$ cat src/design/max_subarray_sum_assert.svh
// Assertion macros used by the back part of the maximum run sum block.
`ifndef MAX_SUBARRAY_SUM_ASSERT_SVH
`define MAX_SUBARRAY_SUM_ASSERT_SVH

// A condition that must hold at every clock edge outside reset.
`define MSA_ASSERT_ALWAYS(label, cond, msg) \
  label: assert property (@(posedge clk) disable iff (rst) (cond)) else $error(msg);

// A condition that must hold in the cycle after a trigger.
`define MSA_ASSERT_NEXT(label, trig, cond, msg) \
  label: assert property (@(posedge clk) disable iff (rst) (trig) |=> (cond)) \
    else $error(msg);

`endif

$ cat src/design/msa_pkg.sv
// Package with the shared types and constants of the maximum run sum block.
package msa_pkg;

  // Widths of the result fields.
  localparam int unsigned SUM_OUT_W = 31;
  localparam int unsigned POS_OUT_W = 17;

  // Largest value the result sum can carry; larger sums saturate to it.
  localparam logic [SUM_OUT_W-1:0] SUM_OUT_MAX = '1;

  // Depth of the queue between the front and back parts.
  localparam int unsigned QUEUE_DEPTH = 2;

  // Classification of one beat, made by the front part.
  typedef struct packed {
    logic is_last;   // final sample of the sequence
    logic counted;   // sample lies within the first MAX_LENGTH of the sequence
  } msa_flags_t;

endpackage

$ cat src/design/max_subarray_sum.sv
// Top level of the maximum contiguous run sum block: front, queue and back.
// Path of a result: the last beat of a sequence passes through the queue, and the
// back part takes it once the result register is free and loads the result there.
// Throughput: one beat per cycle while the queue is not full; the back part's
// single add, compare and select on the running state sets that figure.
// Reset: rst is synchronous and active high; it clears the position counter, the
// queue, the running state and the result valid flag.
module max_subarray_sum #(
  parameter int unsigned MAX_LENGTH   = 65536,
  parameter int unsigned SAMPLE_WIDTH = 16
) (
  input  logic                                  clk,
  input  logic                                  rst,
  input  logic                                  push,
  output logic                                  full,
  input  logic signed [SAMPLE_WIDTH-1:0]        sample,
  input  logic                                  is_last,
  output logic                                  empty,
  input  logic                                  pop,
  output logic [msa_pkg::SUM_OUT_W-1:0]         best_sum,
  output logic [msa_pkg::POS_OUT_W-1:0]         best_start,
  output logic [msa_pkg::POS_OUT_W-1:0]         best_end
);

  // Positions run from 1 to MAX_LENGTH.  A run sum never exceeds MAX_LENGTH times
  // the largest sample magnitude, so SAMPLE_WIDTH plus the position width is enough.
  localparam int unsigned POS_W   = $clog2(MAX_LENGTH + 1);
  localparam int unsigned SUM_W   = SAMPLE_WIDTH + POS_W;
  localparam int unsigned FLAGS_W = $bits(msa_pkg::msa_flags_t);
  localparam int unsigned BEAT_W  = SAMPLE_WIDTH + POS_W + FLAGS_W;

  logic                           accept;
  logic signed [SAMPLE_WIDTH-1:0] beat_sample;
  logic [POS_W-1:0]               beat_pos;
  msa_pkg::msa_flags_t            beat_flags;
  logic [BEAT_W-1:0]              q_head;
  logic                           q_valid;
  logic                           q_take;
  logic signed [SAMPLE_WIDTH-1:0] head_sample;
  logic [POS_W-1:0]               head_pos;
  msa_pkg::msa_flags_t            head_flags;

  // A beat is taken whenever the queue has room; the back part drains it at one beat
  // per cycle except while a last beat waits on an unpopped result, when it fills.
  assign accept = push && !full;

  msa_front #(
    .SAMPLE_WIDTH(SAMPLE_WIDTH),
    .MAX_LENGTH  (MAX_LENGTH),
    .POS_W       (POS_W)
  ) u_front (
    .clk        (clk),
    .rst        (rst),
    .take       (accept),
    .sample     (sample),
    .is_last    (is_last),
    .beat_sample(beat_sample),
    .beat_pos   (beat_pos),
    .beat_flags (beat_flags)
  );

  msa_queue #(
    .WIDTH(BEAT_W)
  ) u_queue (
    .clk    (clk),
    .rst    (rst),
    .wr_en  (accept),
    .wr_data({beat_flags, beat_pos, beat_sample}),
    .rd_en  (q_take),
    .rd_data(q_head),
    .valid  (q_valid),
    .full   (full)
  );

  assign head_sample = q_head[SAMPLE_WIDTH-1:0];
  assign head_pos    = q_head[SAMPLE_WIDTH +: POS_W];
  assign head_flags  = q_head[BEAT_W-1 -: FLAGS_W];

  // The back part runs the scan and holds the result until it is popped.
  msa_back #(
    .SAMPLE_WIDTH(SAMPLE_WIDTH),
    .POS_W       (POS_W),
    .SUM_W       (SUM_W)
  ) u_back (
    .clk        (clk),
    .rst        (rst),
    .head_valid (q_valid),
    .head_sample(head_sample),
    .head_pos   (head_pos),
    .head_flags (head_flags),
    .take       (q_take),
    .pop        (pop),
    .empty      (empty),
    .best_sum   (best_sum),
    .best_start (best_start),
    .best_end   (best_end)
  );

endmodule

$ cat src/design/msa_front.sv
// Front part: counts positions and classifies each accepted sample.
module msa_front #(
  parameter int unsigned SAMPLE_WIDTH = 16,
  parameter int unsigned MAX_LENGTH   = 65536,
  parameter int unsigned POS_W        = 17
) (
  input  logic                           clk,
  input  logic                           rst,
  input  logic                           take,
  input  logic signed [SAMPLE_WIDTH-1:0] sample,
  input  logic                           is_last,
  output logic signed [SAMPLE_WIDTH-1:0] beat_sample,
  output logic [POS_W-1:0]               beat_pos,
  output msa_pkg::msa_flags_t            beat_flags
);

  logic [POS_W-1:0] position;
  logic [POS_W-1:0] position_next;
  logic             counted;

  // Samples beyond the length limit still end the sequence but add nothing.
  assign counted = position < POS_W'(MAX_LENGTH);

  always_comb begin
    position_next = position;
    if (take) begin
      if (is_last) begin
        position_next = '0;
      end else if (counted) begin
        position_next = position + POS_W'(1);
      end
    end
  end

  always_ff @(posedge clk) begin
    if (rst) begin
      position <= '0;
    end else begin
      position <= position_next;
    end
  end

  assign beat_sample        = sample;
  assign beat_pos           = position + POS_W'(1);
  assign beat_flags.is_last = is_last;
  assign beat_flags.counted = counted;

endmodule

$ cat src/design/msa_queue.sv
// Short first-in first-out queue between the front and back parts.
module msa_queue #(
  parameter int unsigned WIDTH = 35
) (
  input  logic             clk,
  input  logic             rst,
  input  logic             wr_en,
  input  logic [WIDTH-1:0] wr_data,
  input  logic             rd_en,
  output logic [WIDTH-1:0] rd_data,
  output logic             valid,
  output logic             full
);

  localparam int unsigned PTR_W = (msa_pkg::QUEUE_DEPTH > 1) ?
                                  $clog2(msa_pkg::QUEUE_DEPTH) : 1;
  localparam int unsigned CNT_W = $clog2(msa_pkg::QUEUE_DEPTH + 1);

  logic [WIDTH-1:0] slots [msa_pkg::QUEUE_DEPTH];
  logic [PTR_W-1:0] wr_ptr;
  logic [PTR_W-1:0] rd_ptr;
  logic [CNT_W-1:0] count;
  logic             do_wr;
  logic             do_rd;

  assign valid   = count != '0;
  assign full    = count == CNT_W'(msa_pkg::QUEUE_DEPTH);
  assign do_wr   = wr_en && !full;
  assign do_rd   = rd_en && valid;
  assign rd_data = slots[rd_ptr];

  always_ff @(posedge clk) begin
    if (do_wr) begin
      slots[wr_ptr] <= wr_data;
    end
  end

  always_ff @(posedge clk) begin
    if (rst) begin
      wr_ptr <= '0;
      rd_ptr <= '0;
      count  <= '0;
    end else begin
      if (do_wr) begin
        wr_ptr <= (wr_ptr == PTR_W'(msa_pkg::QUEUE_DEPTH - 1)) ? '0 : wr_ptr + PTR_W'(1);
      end
      if (do_rd) begin
        rd_ptr <= (rd_ptr == PTR_W'(msa_pkg::QUEUE_DEPTH - 1)) ? '0 : rd_ptr + PTR_W'(1);
      end
      if (do_wr && !do_rd) begin
        count <= count + CNT_W'(1);
      end else if (do_rd && !do_wr) begin
        count <= count - CNT_W'(1);
      end
    end
  end

endmodule

$ cat src/design/msa_back.sv
// Back part: the running scan and the result register.
`include "max_subarray_sum_assert.svh"

module msa_back #(
  parameter int unsigned SAMPLE_WIDTH = 16,
  parameter int unsigned POS_W        = 17,
  parameter int unsigned SUM_W        = 33
) (
  input  logic                                  clk,
  input  logic                                  rst,
  input  logic                                  head_valid,
  input  logic signed [SAMPLE_WIDTH-1:0]        head_sample,
  input  logic [POS_W-1:0]                      head_pos,
  input  msa_pkg::msa_flags_t                   head_flags,
  output logic                                  take,
  input  logic                                  pop,
  output logic                                  empty,
  output logic [msa_pkg::SUM_OUT_W-1:0]         best_sum,
  output logic [msa_pkg::POS_OUT_W-1:0]         best_start,
  output logic [msa_pkg::POS_OUT_W-1:0]         best_end
);

  logic signed [SUM_W-1:0] run_sum;
  logic [POS_W-1:0]        run_start;
  logic signed [SUM_W-1:0] best;
  logic [POS_W-1:0]        best_first;
  logic [POS_W-1:0]        best_last;
  logic                    out_valid;

  logic signed [SUM_W-1:0] run_sum_next;
  logic [POS_W-1:0]        run_start_next;
  logic signed [SUM_W-1:0] best_next;
  logic [POS_W-1:0]        best_first_next;
  logic [POS_W-1:0]        best_last_next;
  logic signed [SUM_W-1:0] sum_add;
  logic signed [63:0]      best_wide;
  logic                    out_free;
  logic                    finish;

  // A last beat needs the result register; other beats never wait.
  assign out_free = !out_valid || pop;
  assign take     = head_valid && (!head_flags.is_last || out_free);
  assign finish   = take && head_flags.is_last;
  assign sum_add  = run_sum + SUM_W'(head_sample);

  always_comb begin
    run_sum_next    = run_sum;
    run_start_next  = run_start;
    best_next       = best;
    best_first_next = best_first;
    best_last_next  = best_last;
    if (take && head_flags.counted) begin
      // Strictly greater, so the earliest run wins a tie.
      if (sum_add > best) begin
        best_next       = sum_add;
        best_first_next = run_start;
        best_last_next  = head_pos;
      end
      if (sum_add[SUM_W-1]) begin
        run_sum_next   = '0;
        run_start_next = head_pos + POS_W'(1);
      end else begin
        run_sum_next = sum_add;
      end
    end
  end

  assign best_wide = 64'(best_next);

  always_ff @(posedge clk) begin
    if (rst || finish) begin
      run_sum    <= '0;
      run_start  <= POS_W'(1);
      best       <= '0;
      best_first <= '0;
      best_last  <= '0;
    end else begin
      run_sum    <= run_sum_next;
      run_start  <= run_start_next;
      best       <= best_next;
      best_first <= best_first_next;
      best_last  <= best_last_next;
    end
  end

  always_ff @(posedge clk) begin
    if (rst) begin
      out_valid <= 1'b0;
    end else if (finish) begin
      out_valid <= 1'b1;
    end else if (pop) begin
      out_valid <= 1'b0;
    end
  end

  always_ff @(posedge clk) begin
    if (finish) begin
      if (best_wide > 64'(msa_pkg::SUM_OUT_MAX)) begin
        best_sum <= msa_pkg::SUM_OUT_MAX;
      end else begin
        best_sum <= best_wide[msa_pkg::SUM_OUT_W-1:0];
      end
      best_start <= msa_pkg::POS_OUT_W'(best_first_next);
      best_end   <= msa_pkg::POS_OUT_W'(best_last_next);
    end
  end

  assign empty = !out_valid;

  `MSA_ASSERT_ALWAYS(a_best_not_negative, !best[SUM_W-1], "best sum went negative")
  `MSA_ASSERT_ALWAYS(a_best_order, best_first <= best_last, "best run starts after its end")
  `MSA_ASSERT_NEXT(a_clear_after_last, finish,
    run_sum == '0 && best == '0 && best_last == '0 && run_start == POS_W'(1),
    "scan state not cleared after a sequence ended")

endmodule

$ cat config.mk
export PLATFORM = sky130hd
export DESIGN_NAME = max_subarray_sum
export DESIGN_NICKNAME = d
export VERILOG_FILES = /design/src/design/msa_pkg.sv /design/src/design/max_subarray_sum.sv /design/src/design/msa_front.sv /design/src/design/msa_queue.sv /design/src/design/msa_back.sv
export VERILOG_INCLUDE_DIRS = /design/src /design/src/design
export SDC_FILE = /design/constraint.sdc
export NUM_CORES = 1
export LEC_CHECK = 0
export ABC_AREA = 1
export BUFFER_PORTS_ARGS = -buffer_cell sky130_fd_sc_hd__buf_2
export CAP_MARGIN = 5
export CORE_ASPECT_RATIO = 2
export CORE_MARGIN = 5
export CORE_UTILIZATION = 48
export CTS_BUF_LIST = sky130_fd_sc_hd__clkbuf_16
export DETAILED_ROUTE_END_ITERATION = 7
export PLACE_DENSITY_LB_ADDON = 0.08
export SYNTH_ARGS = -nofsm -noshare
export SYNTH_HDL_FRONTEND = slang
export SYNTH_SLANG_ARGS = --single-unit
$ cat constraint.sdc
create_clock -name clk -period 4.5 [get_ports clk]
set_input_delay 0.225 -clock clk [delete_from_list [all_inputs] [get_ports clk]]
set_output_delay 0.225 -clock clk [all_outputs]
set_load 0.005 [all_outputs]
Word-level counts from Yosys, hierarchy flattened
Memory sizes are Yosys's and may differ from the RTL's. A register that Yosys moved wholly into a read port is not among the register bits.
Cells that the tools add are included.

storage, ports and cells
  memories kept = 1
  output and inout port bits = 67
  memory bits (writable) = 70
  register bits = 204

memories
  name           depth  bits a word  rd ports  clocked after memory_dff  wr ports  RTL line         RTL
  u_queue.slots  2      35           1         1                         1         msa_queue.sv:19  logic [WIDTH-1:0] slots [msa_pkg::QUEUE_DEPTH];

operators by class
  add/sub/neg operators = 7
  multiplexer cells = 19
  reductions and logical operators = 22
  $lt $le $gt $ge = 3
  eq/ne operators = 1

operator list
  kind                                                   count
  two-way mux 17 bit                                     6
  two-way mux 33 bit                                     2
  > comparator 64 x 31 -> 1 bit (second input constant)  1
  adder 17 x 1 -> 17 bit (second input constant)         2
  adder 33 x 16 -> 33 bit                                1
  > comparator 33 bit                                    1
  two-way mux 32 bit                                     1
  less-than comparator 17 bit (second input constant)    1
  logical AND 1 bit                                      8
  two-way mux 1 bit                                      8
  nonzero test 2 bit                                     4
  zero test 1 bit                                        5
  two-way mux 2 bit                                      2
  AND reduction 2 bit                                    2
  logical OR 1 bit                                       3
  adder 1 bit (second input constant)                    2
  adder 2 x 1 -> 2 bit (second input constant)           1
  equality test 2 bit (second input constant)            1
  subtractor 2 x 1 -> 2 bit (second input constant)      1

Longest topological paths before layout
Gate-level depths: netlist of run 1.

  word-level depth = 8
  mapped depth = 35

Modules after synthesis
Synthesis of run 1 repeated with hierarchy kept, for this count alone.

second synthesis, totals
  cells, all modules = 1760
  area, all modules = 14428.8 sq um

modules (own cells, without submodules)
  module            cells an instance  area an instance (sq um)  times used
  msa_back          1437               10348.7                   1
  msa_queue         146                2924.1                    1
  msa_front         175                1146.1                    1
  max_subarray_sum  2                  10.0                      1

Worst setup path before layout of run 1
OpenSTA, ideal clock, no wires.

  path type = register -> register
  from = reg with a tool-made name
  to = reg u_back.best_sum[0] (netlist bit) (data pin)
  required time = 4.238 ns
  arrival = 4.279 ns
  stages on the path, launching flop included = 32
  setup slack = -0.042 ns
  period minus slack after synthesis = 4.542 ns
  library setup time = 0.262 ns
  path through = dfxtp_1 > buf_6 > buf_2 > buf_2 > buf_1 > mux2_2 > ha_1 > nand2_1 > nor2_1 > inv_1 > nor2_2 > nand2_1 > nand2_1 > nand3_2 > nand3_1 > nand2_2 > ha_1 > nand2_1 > nor2_1 > nand3_1 > nor2_1 > nand2_1 > nand3_1 > nor2_1 > nand2_1 > nand2_1 > nand3_4 > buf_6 > buf_6 > nand2_1 > nand2_1 > nand3_1

RTL lines
  what                    RTL line         RTL
  end signal: assignment  msa_back.sv:99   best_sum <= msa_pkg::SUM_OUT_MAX;
  end signal: assignment  msa_back.sv:101  best_sum <= best_wide[msa_pkg::SUM_OUT_W-1:0];
  end: declaration        msa_back.sv:18   output logic [msa_pkg::SUM_OUT_W-1:0] best_sum,

==> reports/results.txt, run 1 <==
post-layout min period: 4.401 ns
vias in the first global route: 12251
Crit. End Element: register
drt first-iter violations: 687
Req. time, crit path: 4.82 ns
antenna viol nets, final: 0
Top Ports: 88
met3 Use GR: 2.584%
GRT Overall Usage: 25.44%
root buffer cell: clkbuf_16
row count: 89
Bufs and invs on worst path: 7
antenna violations before repair: 0
total core area: 0.02940 mm2
Pre-Repair DR Iteration Count: 6
sequential share of the synthesized area: 48.24%
Clock Pin Slew Worst Setup and Hold Paths: 0.07 ns
Fin. Hold Viols: 0
first-pass GRT wire length: 66.52 mm
max-slew violation count: 0
status: completed
# fillers: 2544
DRT Wirelength: 45.82 mm
Max-Cap Viols: 0
Critical Path AT: 4.72 ns
largest net degree at the start of global routing: 64
DR vias/cell: 5.125
Slowest cell on crit path: dfxtp_4
Setup Crit Path Kind: register to register
chip height: 253.0 um
Worst-Skew Late Latency: 0.57 ns
worst slew pin tran: 1.038 ns
PortBufs: 87
Max stage delay on crit path: 0.44 ns
Post-Place Cell Area: 0.01632 mm2
synth warn: 0
TritonCTS clock tree: done
Post-Syn Area: 0.01417 mm2
synthesis-to-finish area growth: 38.00%
share of layout cells above drive strength 1: 31.15%
H-tree depth: 1
Residual DRC: 0
worst hold margin: 0.05108 ns
CTS max path bufs: 3
HPWL Detailed: 33.28 mm
Die Area: 0.03327 mm2
Max transition margin: 30.67%
synthesized flop and latch total: 274
CP dominant cell by count: nand2_2
antenna cells: 0
commonest non-fill, non-tap cell in the layout: nand2_1
final setup skew: 0.02129 ns
Nets: 2205
post-synth cell types: 44
clock sink count: 274
clock buffer count from CTS: 26
count of final setup violators: 0
Post-Syn Area per Cell: 7.874 um2
met2 Use GR: 51.22%
Initial Util: 48.21%
worst hold path type: input pin to register
wire per inst: 18.33 um
syn_nets: 1890
Max Fanout on Critical Path: 7
Chip Width: 131.5 um
GR peak layer: met2
delay-heaviest family, CP: simple AND/OR/NAND/NOR gates
commonest cells after routing, fill and taps aside: nand2_1, inv_1, buf_4
GPL Wtd Cong: 0.9566
crit path launch type: register
vias: 12807
Final period util: 97.81%
post-route cell area: 0.01956 mm2
fmax: 227.2 MHz
grt total ovfl: 0
M1 GR Usage: 24.24%
Synth Instances: 1800
## sequential cells by signal, indices dropped and copies added, names as in the netlist, named ones only
name / count
u_front.position: 17
u_back.best_sum: 31
u_back.best_start: 17
u_back.best_end: 17
u_back.best_first: 17
u_queue.count: 2
u_queue.rd_ptr: 1
u_back.out_valid: 1
u_queue.wr_ptr: 1
u_back.run_start: 17
u_back.best_last: 17
u_queue.slots: 70
u_back.best: 33
u_back.run_sum: 32
## stage by stage
stage | std cells | utilization, % | setup TNS (ns) | setup WS, ns
2_1_floorplan | 1800 | - | 0 | 0.09661
3_3_place_gp | 2385 | 55.52 | -54.47 | -0.6796
3_5_place_dp | 2385 | 55.52 | -52.03 | -0.6902
4_1_cts | 2457 | 60.53 | 0 | 0.003251
5_1_grt | 2499 | 66.53 | -2.823 | -0.08058
6_report | 2499 | 66.53 | 0 | 0.09854
## cell families after synthesis
kind of cell / after synthesis / synth area share [%]
muxes: 15 / 1.192
AOI/OAI and AO/OA: 195 / 7.195
and+or+nand+nor: 827 / 24.14
xor gates and xnor gates: 40 / 2.472
DFF: 274 / 48.24
adders and majority gates: 69 / 6.145
buffers and inverters: 380 / 10.62
## routing by layer
layer,wire length [um],up-vias
met5,0,-
met4,3266,0
met3,1450,127
met2,25960,315
met1,15150,6036
li1,-,6329
## layout make-up
| class | instances | area [um2] | area share, % |
|---|---|---|---|
| multi-input combinational | 1147 | 7355 | 37.60 |
| inverter | 328 | 1234 | 6.308 |
| clock inverter | 21 | 239.0 | 1.222 |
| sequential | 274 | 6840 | 34.98 |
| timing repair buffer | 338 | 2759 | 14.11 |
| tap | 364 | 455.4 | 2.329 |
| clock buffer | 27 | 675.6 | 3.455 |
## path summary, 6_finish.rpt
kind | end | slack [ns] | from | cells after the start
min reg2reg | u_queue.rd_ptr | 0.45 | u_queue.rd_ptr | 1
max reg2reg | u_back.best_end[5] | 0.1 | register | 29
max | u_back.best_end[5] | 0.1 | register | 29
min | u_front.position[4] | 0.05 | rst | 2
## timing repair
action / in CTS / in global routing
gates cloned: 1 / 12
resized for setup: 84 / 296
buffers inserted: 5 / 30
endpoints found under the setup margin: 132 / 132
hold buffers: 18 / 0
pin swaps: 6 / 93
endpoints found under the hold margin: 35 / 0
## cells in the mapped netlist, drive strengths merged
| cell | number | area [um2] |
|---|---|---|
| nor2 | 158 | 615.6 |
| nand3 | 128 | 663.1 |
| a31oi | 1 | 21.27 |
| clkbuf | 25 | 97.59 |
| a22oi | 2 | 15.01 |
| or2 | 1 | 6.260 |
| o211ai | 1 | 7.510 |
| nand3b | 2 | 15.01 |
| nand4 | 16 | 100.1 |
| mux2 | 15 | 168.9 |
| fa | 1 | 20.02 |
| a31o | 1 | 8.760 |
| dfxtp | 139 | 2783 |
| a21oi | 107 | 535.5 |
| and2 | 1 | 6.260 |
| edfxtp | 135 | 4054 |
| inv | 327 | 1227 |
| o21ai | 78 | 394.1 |
| ha | 68 | 850.8 |
| xnor2 | 7 | 61.31 |
| xor2 | 33 | 289.0 |
| nor4 | 2 | 27.53 |
| nor3 | 9 | 55.05 |
| clkinv | 1 | 3.750 |
| o21bai | 3 | 22.52 |
| nand2 | 510 | 1932 |
| o21a | 1 | 7.510 |
| a21o | 1 | 7.510 |
| buf | 27 | 176.4 |
Power of run 1 is not shown: default switching activity piles up to over one toggle a cycle in this logic, so the estimate is an artifact.
==> inputs of run 2 (changes only) <==
- BUFFER_PORTS_ARGS: -buffer_cell sky130_fd_sc_hd__buf_2 -> unset
- DONT_BUFFER_PORTS: unset -> 1
==> reports/results.txt, run 2 (synthesis gave the netlist of run 1 again) <==
status: completed
Max transition margin: 25.96%
chip height: 253.0 um
root buffer cell: clkbuf_16
R2R depth: 28
met1 WL: 15.45 mm
H-tree depth: 1
Max stage delay on crit path: 0.42 ns
Req. time, crit path: 4.79 ns
Critical Path AT: 4.67 ns
Die Area: 0.03327 mm2
crit path launch type: register
total core area: 0.02940 mm2
Nets: 2129
GRT Overall Usage: 25.19%
setup TNS: 0 ns
grt total ovfl: 0
fmax: 228.3 MHz
clock sink count: 274
Crit. End Element: register
post-route cell area: 0.01909 mm2
commonest non-fill, non-tap cell in the layout: nand2_1
Final Util: 64.95%
PortBufs: 0
antenna viol nets, final: 0
routed wl met2: 25.86 mm
wire per inst: 19.11 um
Fin. Hold Viols: 0
Final period util: 97.34%
TritonCTS clock tree: done
Register-to-Register Setup Slack: 0.12 ns
DR vias/cell: 5.147
fin cells: 2423
max-slew violation count: 0
CP dominant cell by count: buf_4
worst slew pin tran: 1.111 ns
Max Fanout on Critical Path: 7
Setup crit end: u_back.best_sum[10]
Worst-Skew Late Latency: 0.58 ns
GPL Wtd Cong: 0.9285
Reg-to-Reg End: u_back.best_sum[10]
CTS max path bufs: 3
row count: 89
max reg flops: 70
final setup skew: 0.03131 ns
Max-Cap Viols: 0
clock buffer count from CTS: 26
Biggest register: u_queue.slots
delay-heaviest family, CP: simple AND/OR/NAND/NOR gates
Regs by FF count: u_queue.slots x70, u_back.best x33, u_back.run_sum x32
Slowest cell on crit path: dfxtp_4
Clock Pin Slew Worst Setup and Hold Paths: 0.07 ns
commonest cells after routing, fill and taps aside: nand2_1, inv_1, buf_4
Initial Util: 48.21%
Chip Width: 131.5 um
worst hold path type: input pin to register
first-pass GRT wire length: 65.14 mm
post-layout min period: 4.380 ns
DRT Wirelength: 46.31 mm
share of layout cells above drive strength 1: 27.93%
HPWL Detailed: 33.70 mm
Post-Place Cell Area: 0.01591 mm2
uppermost layer routed: met4
vias in the first global route: 11763
vias: 12472
drt first-iter violations: 628
antenna violations before repair: 0
placed cells: 2309
synthesis-to-finish area growth: 34.72%
metal3 WL: 1.351 mm
Top Ports: 88
WP depth: 28
Residual DRC: 0
Setup Crit Path Kind: register to register
Bufs and invs on worst path: 10
antenna cells: 0
largest net degree at the start of global routing: 66
Pre-Repair DR Iteration Count: 5
count of final setup violators: 0
==> run 2: cell count changes in the layout (fill, tap and decap cells not counted), sizes merged <==
| cell | before | now |
|---|---|---|
| buf | 309 | 233 |
| bufinv | 4 | 1 |
| clkbuf | 38 | 36 |
| clkinv | 7 | 13 |
| clkinvlp | 3 | 4 |
| dlygate4sd3 | 18 | 19 |
| inv | 335 | 331 |
| nand3 | 129 | 130 |
==> run 2: what timing repair did <==
item / in CTS / in global routing
resized for setup: 54 / 343
pin swaps: 5 / 83
hold buffers: 19 / 0
setup endpoints to repair: 132 / 132
buffers inserted: 4 / 29
hold endpoints to repair: 55 / 0
cloned: 1 / 13
==> run 2: final cells by class <==
type	instances	area [um2]
Fill cell	2506	10300
Multi-Input combinational cell	1148	7368
Sequential cell	274	6840
Timing Repair Buffer	261	2342
Inverter	328	1231
Clock buffer	27	675.6
Tap cell	364	455.4
Clock inverter	21	180.2
==> run 2: how the worst min path moves through the flow <==
| stage | start | to | slack (ns) | depth (start not counted) |
|---|---|---|---|---|
| 5_1_grt | sample[6] | u_queue.slots[0][6] | 0.32 | 1 |
| 4_1_cts | push | u_front.position[0] | 0.30 | 4 |
| 3_3_place_gp | rst | u_front.position[14] | 0.30 | 1 |
| 6_report | push | u_front.position[0] | 0.31 | 4 |
| 3_5_place_dp | rst | u_back.out_valid | 0.30 | 1 |
| 2_1_floorplan | sample[0] | u_queue.slots[0][0] | 0.32 | 0 |
==> run 2: per-stage QoR <==
step	hold slack [ns]	setup WS, ns
2_1_floorplan	0.3239	0.09661
3_3_place_gp	0.2965	-0.4437
5_1_grt	0.3179	-0.08347
6_report	0.3086	0.1198
4_1_cts	0.3036	0.001873
3_5_place_dp	0.2977	-0.4808
==> run 2: layer usage <==
layer  global-route usage (%)  vias to the layer above
li1                         -                     6166
met1                    24.15                     5863
met2                    49.20                      286
met3                    2.704                      157
met4                    17.36                        0
met5                        0                        -
==> run 2: worst register-to-register path, delay by kind of cell (launching register included) <==
kind                       cells  cell delay [ns]
muxes                          1             0.31
buffers and inverters         10             1.16
and+or+nand+nor               13             1.40
AOI/OAI and AO/OA              2             0.24
DFF                            1             0.42
adders and majority gates      2             0.59
Power of run 2 is left out for the same reason.
